## src/lca_ram.sv

```systemverilog
module lca_ram #(
  parameter int WIDTH = 8,
  parameter int DEPTH = 16
) (
  input  logic                     clk,
  input  logic                     wr_en,
  input  logic [$clog2(DEPTH)-1:0] wr_addr,
  input  logic [WIDTH-1:0]         wr_data,
  input  logic [$clog2(DEPTH)-1:0] rd_addr,
  output logic [WIDTH-1:0]         rd_data
);

  logic [WIDTH-1:0] mem [DEPTH];

  always_ff @(posedge clk) begin
    if (wr_en) begin
      mem[wr_addr] <= wr_data;
    end
    rd_data <= mem[rd_addr];
  end

endmodule

```

## config.mk

```make
export PLATFORM = sky130hd
export DESIGN_NAME = lca_ram
export DESIGN_NICKNAME = d
export VERILOG_FILES = /design/src/lca_ram.sv
export SDC_FILE = /design/constraint.sdc
export NUM_CORES = 1
export LEC_CHECK = 0
export CAP_MARGIN = 5
export CORE_MARGIN = 1.5
export CORE_UTILIZATION = 50
export DETAILED_ROUTE_END_ITERATION = 8
export DONT_BUFFER_PORTS = 1
export PLACE_DENSITY_LB_ADDON = 0.2
export RECOVER_POWER = 100
export SYNTH_ARGS = -nofsm -noshare
export SYNTH_HDL_FRONTEND = slang
export SYNTH_SLANG_ARGS = --single-unit
```

## constraint.sdc

```tcl
create_clock -name clk -period 2.1 [get_ports clk]
set_clock_uncertainty 0.05 [all_clocks]
set_input_delay 0.42 -clock clk [delete_from_list [all_inputs] [get_ports clk]]
set_output_delay 0.42 -clock clk [all_outputs]
set_load 0.05 [all_outputs]
```

# Yosys cells after proc, flatten, opt, wreduce, memory -nomap -nowiden

Memories as Yosys holds them, arrays and structs flattened. A register that Yosys moved wholly into a read port is not among the register bits.
Index checks and enable logic that the tools add are counted.

Div/mod/pow operators: 0
Bitwise logic cells: 0
Mux-type cells: 2
Add/sub/neg operators: 0
Shifts and indexed selects: 0
Eq/ne operators: 0
$lt $le $gt $ge: 0
Multiply operators: 0
Reductions and logical operators: 0

Operator list:

| cell             | count |
|---|---|
| 1-bit 2-to-1 mux | 2 |

Flip-flop bits (word level): 0
Memories: 1
Bits in latches: 0
Memory bits (read-only): 0
RAM bits: 128

Memory list:

| name | words | bits a word | read ports | clocked after memory_dff | write ports | RTL line | source |
|---|---|---|---|---|---|---|---|
| mem  | 16    | 8           | 1          | 1                        | 1           | 13       | `logic [WIDTH-1:0] mem [DEPTH];` |

# Longest topological paths before layout

Depth after elaboration: 2
Depth in mapped cells: 5

# Worst setup path after synthesis

OpenSTA, ideal clock, no wires.

Path type: in2reg
Start point: input wr_addr[2]
End point: memory mem[0][0], enable pin
Path slack: 0.137 ns
Cell stages on the path: 2
Setup time: 0.383 ns
Arrival: 1.530 ns
Cell sequence: or3b_2 > nor3_1

RTL lines:

| item               | RTL line | source |
|---|---|---|
| start: declaration | 7        | `input logic [$clog2(DEPTH)-1:0] wr_addr,` |
| end: declaration   | 13       |  |

No word-level cell before the write port.

# Final worst setup path

Start point: register rd_data[3] (read register of mem)
End point: output rd_data[3]

RTL lines:

| item               | RTL line | source |
|---|---|---|
| start: declaration | 10       | `output logic [WIDTH-1:0] rd_data` |

No word-level cell between the ends.

==> metrics.yaml <==
drt:
  dr.pass1.iters: 4
  drt-total-wl_um: 9410
  vias: 2350
  drt-initial-drc-count: 129
  ant_nets: 0
  routedWlPerCell_um: 23.1
  avgViaCountPerCell: 5.76
  drc: 0
setup_path:
  startpoint_type: "flip-flop"
  required_ps: 1630
  cp_max_fo: 1
  path_class: "reg2out"
  rr_worst_depth: 3
  crit_cells: 0
  end_kind: "output pin"
  arrival_ps: 1150
timing:
  rsz0062_at_grt: "false"
  timing.final.crit_period_ps: 1620
  finalMaxSlewViolations: 0
  finalCritPeriodShare_pct: 77.1
  finalHoldViolCount: 0
  whs_ps: 156
  timing.fmax_mhz: 618
  worst_slew_pin_slew_ps: 657
  setup_violations: 0
  slew_headroom_pct: 56.0
  fin_tns_setup_ps: 0
hold_path:
  holdPathStages: 3
  worst_hold_path_type: "in2reg"
clocking:
  cts_tree: "built"
  clk_path_buf_depth: 2
  path_clk_slew_ps: 60
  clock-root-buffer: "clkbuf_8"
  cts_inserted_buffers: 17
  h-tree-depth: 4
  clk_latency_ps: 520
  cts_setup_buffers: 0
  cts_sinks: 136
yosys:
  syn_inst: 229
  yosys_warnings: 0
  seq_area_frac_synth_pct: 77.8
  avgSynthCellArea_um2: 22.5
  syn-num-nets: 247
  ys_types: 19
  ys_ff_latch: 136
  syn_area_um2: 5150
pwr:
  power_density_nw_per_um2: 1000
  leakage_uw: 0.00190
  p_seq_share_pct: 53.0
  sw_frac_of_total_pct: 19.8
  internal_power_uw: 4720
  power.switching_uw: 1170
  power.share.clock_pct: 43.5
  combPwrFrac_pct: 3.5
  ir_worst_vdd_mv: 0.466
global_route:
  grt_pass1_wl_um: 13900
  grt_max_degree: 33
  grt_pass1_vias: 2333
  antenna_found_initial: 0
  grt_usage_pct: 18.7
  grt_overflow_total: 0
placement:
  io_buffers: 0
  dp_hpwl_um: 5580
  place_congestion: 0.753
  placed_cell_area_um2: 5360
floorplanning:
  die_area_um2: 10900
  core_um2: 9860
  io-pin-count: 26
  die_w_um: 104
  start_util_pct: 52.2
  die_h_um: 104
  rows: 36
final_layout:
  area_growth_pct: 14.3
  insertedDiodeCount: 0
  nFillCells: 714
  final_nets: 281
  drive_gt1_share_pct: 16.0
  stdcell_area_um2: 5880
outcome:
  status: "finished, final reports clean"
flow_run:
  maxCapViolations: 0
-- logic make-up (layout without fill, tap and decap cells) --
group | after synthesis | in the layout | share of synthesized area (%)
AND/OR/NAND/NOR | 35 | 35 | 3.18
flip-flops | 136 | 136 | 77.8
buffers and inverters | 10 | 56 | 1.68
multiplexers | 32 | 32 | 15.0
AO/OA/AOI/OAI | 16 | 16 | 2.33
-- layer usage --
metal	track usage, %	vias up	share of wire (%)
met5	0	-	0
met4	7.44	0	1.5
met3	6.27	10	6.5
met2	28.7	82	49
met1	24.8	1215	43
li1	-	1043	-
-- sequential cells by signal (all words and copies together) (netlist names) --
name	cells
mem	128
rd_data	8
-- stage by stage --
step                      util [%]  cells  total power (µW)  worst slack [ps]
after floorplan                  -    229              3320               137
after CTS                     60.3    408              5940               438
after global routing          59.7    408              6070               431
final                         59.7    408              5880               481
after global placement        54.3    369              3340               493
after detailed placement      54.3    369              3340               470
-- placed cells by master, fill, tap and decap left out --
cell type	netlist	final
a22oi_1	16	16
and2_1	1	1
and2b_1	1	1
buf_4	1	1
bufinv_16	0	1
clkbuf_1	0	23
clkbuf_16	0	16
clkbuf_8	0	2
clkinv_2	0	5
dfxtp_1	8	8
dlygate4sd3_1	0	8
edfxtp_1	128	128
mux4_1	14	14
mux4_2	18	18
nand2_1	9	9
nand2b_1	2	2
nand3_1	1	1
nand3b_1	2	2
nor2_1	13	13
nor2b_1	1	1
nor3_1	4	4
or3b_2	1	1
-- power by group through the flow --
stage | Clock [µW] | Combinational (µW) | Sequential (µW)
6_report | 2560 | 205 | 3120
5_1_grt | 2720 | 222 | 3120
4_1_cts | 2610 | 212 | 3120
3_5_place_dp | 0 | 166 | 3180
3_3_place_gp | 0 | 165 | 3170
2_1_floorplan | 0 | 154 | 3170
-- final timing paths --
check	start	endpoint	slack, ps
hold reg to reg	mem[14][3]	rd_data[3]	620
hold / removal	rd_addr[1]	rd_data[3]	160
setup / recovery	rd_data[3]	rd_data[3]	480
setup reg to reg	mem[2][6]	rd_data[6]	660
-- cells in the mapped netlist (all sizes together) --
| cell type | n | area, µm² |
|---|---|---|
| nand3 | 1 | 5.00 |
| or3b | 1 | 8.76 |
| and2 | 1 | 6.26 |
| nand2 | 9 | 33.8 |
| nor3 | 4 | 20.0 |
| a22oi | 16 | 120 |
| edfxtp | 128 | 3840 |
| clkdlybuf4s25 | 3 | 30.0 |
| nor2b | 1 | 6.26 |
| buf | 7 | 56.3 |
| and2b | 1 | 7.51 |
| mux4 | 32 | 773 |
| nand3b | 2 | 15.0 |
| nand2b | 2 | 12.5 |
| dfxtp | 8 | 160 |
| nor2 | 13 | 48.8 |
-- repair_timing --
item | CTS | global route
endpoints found under the hold margin | 128 | 0
hold buffers | 8 | 0
gates resized for setup | 0 | 0
-- final cells by class --
class	instances	area, µm²	area share, %
Sequential cell	136	4000	68.0
Multi-Input combinational cell	83	1060	18.0
Clock buffer	25	454	7.72
Tap cell	133	166	2.83
Timing Repair Buffer	25	148	2.51
Clock inverter	6	55.1	0.936
Power figures use the tool's default switching activity.
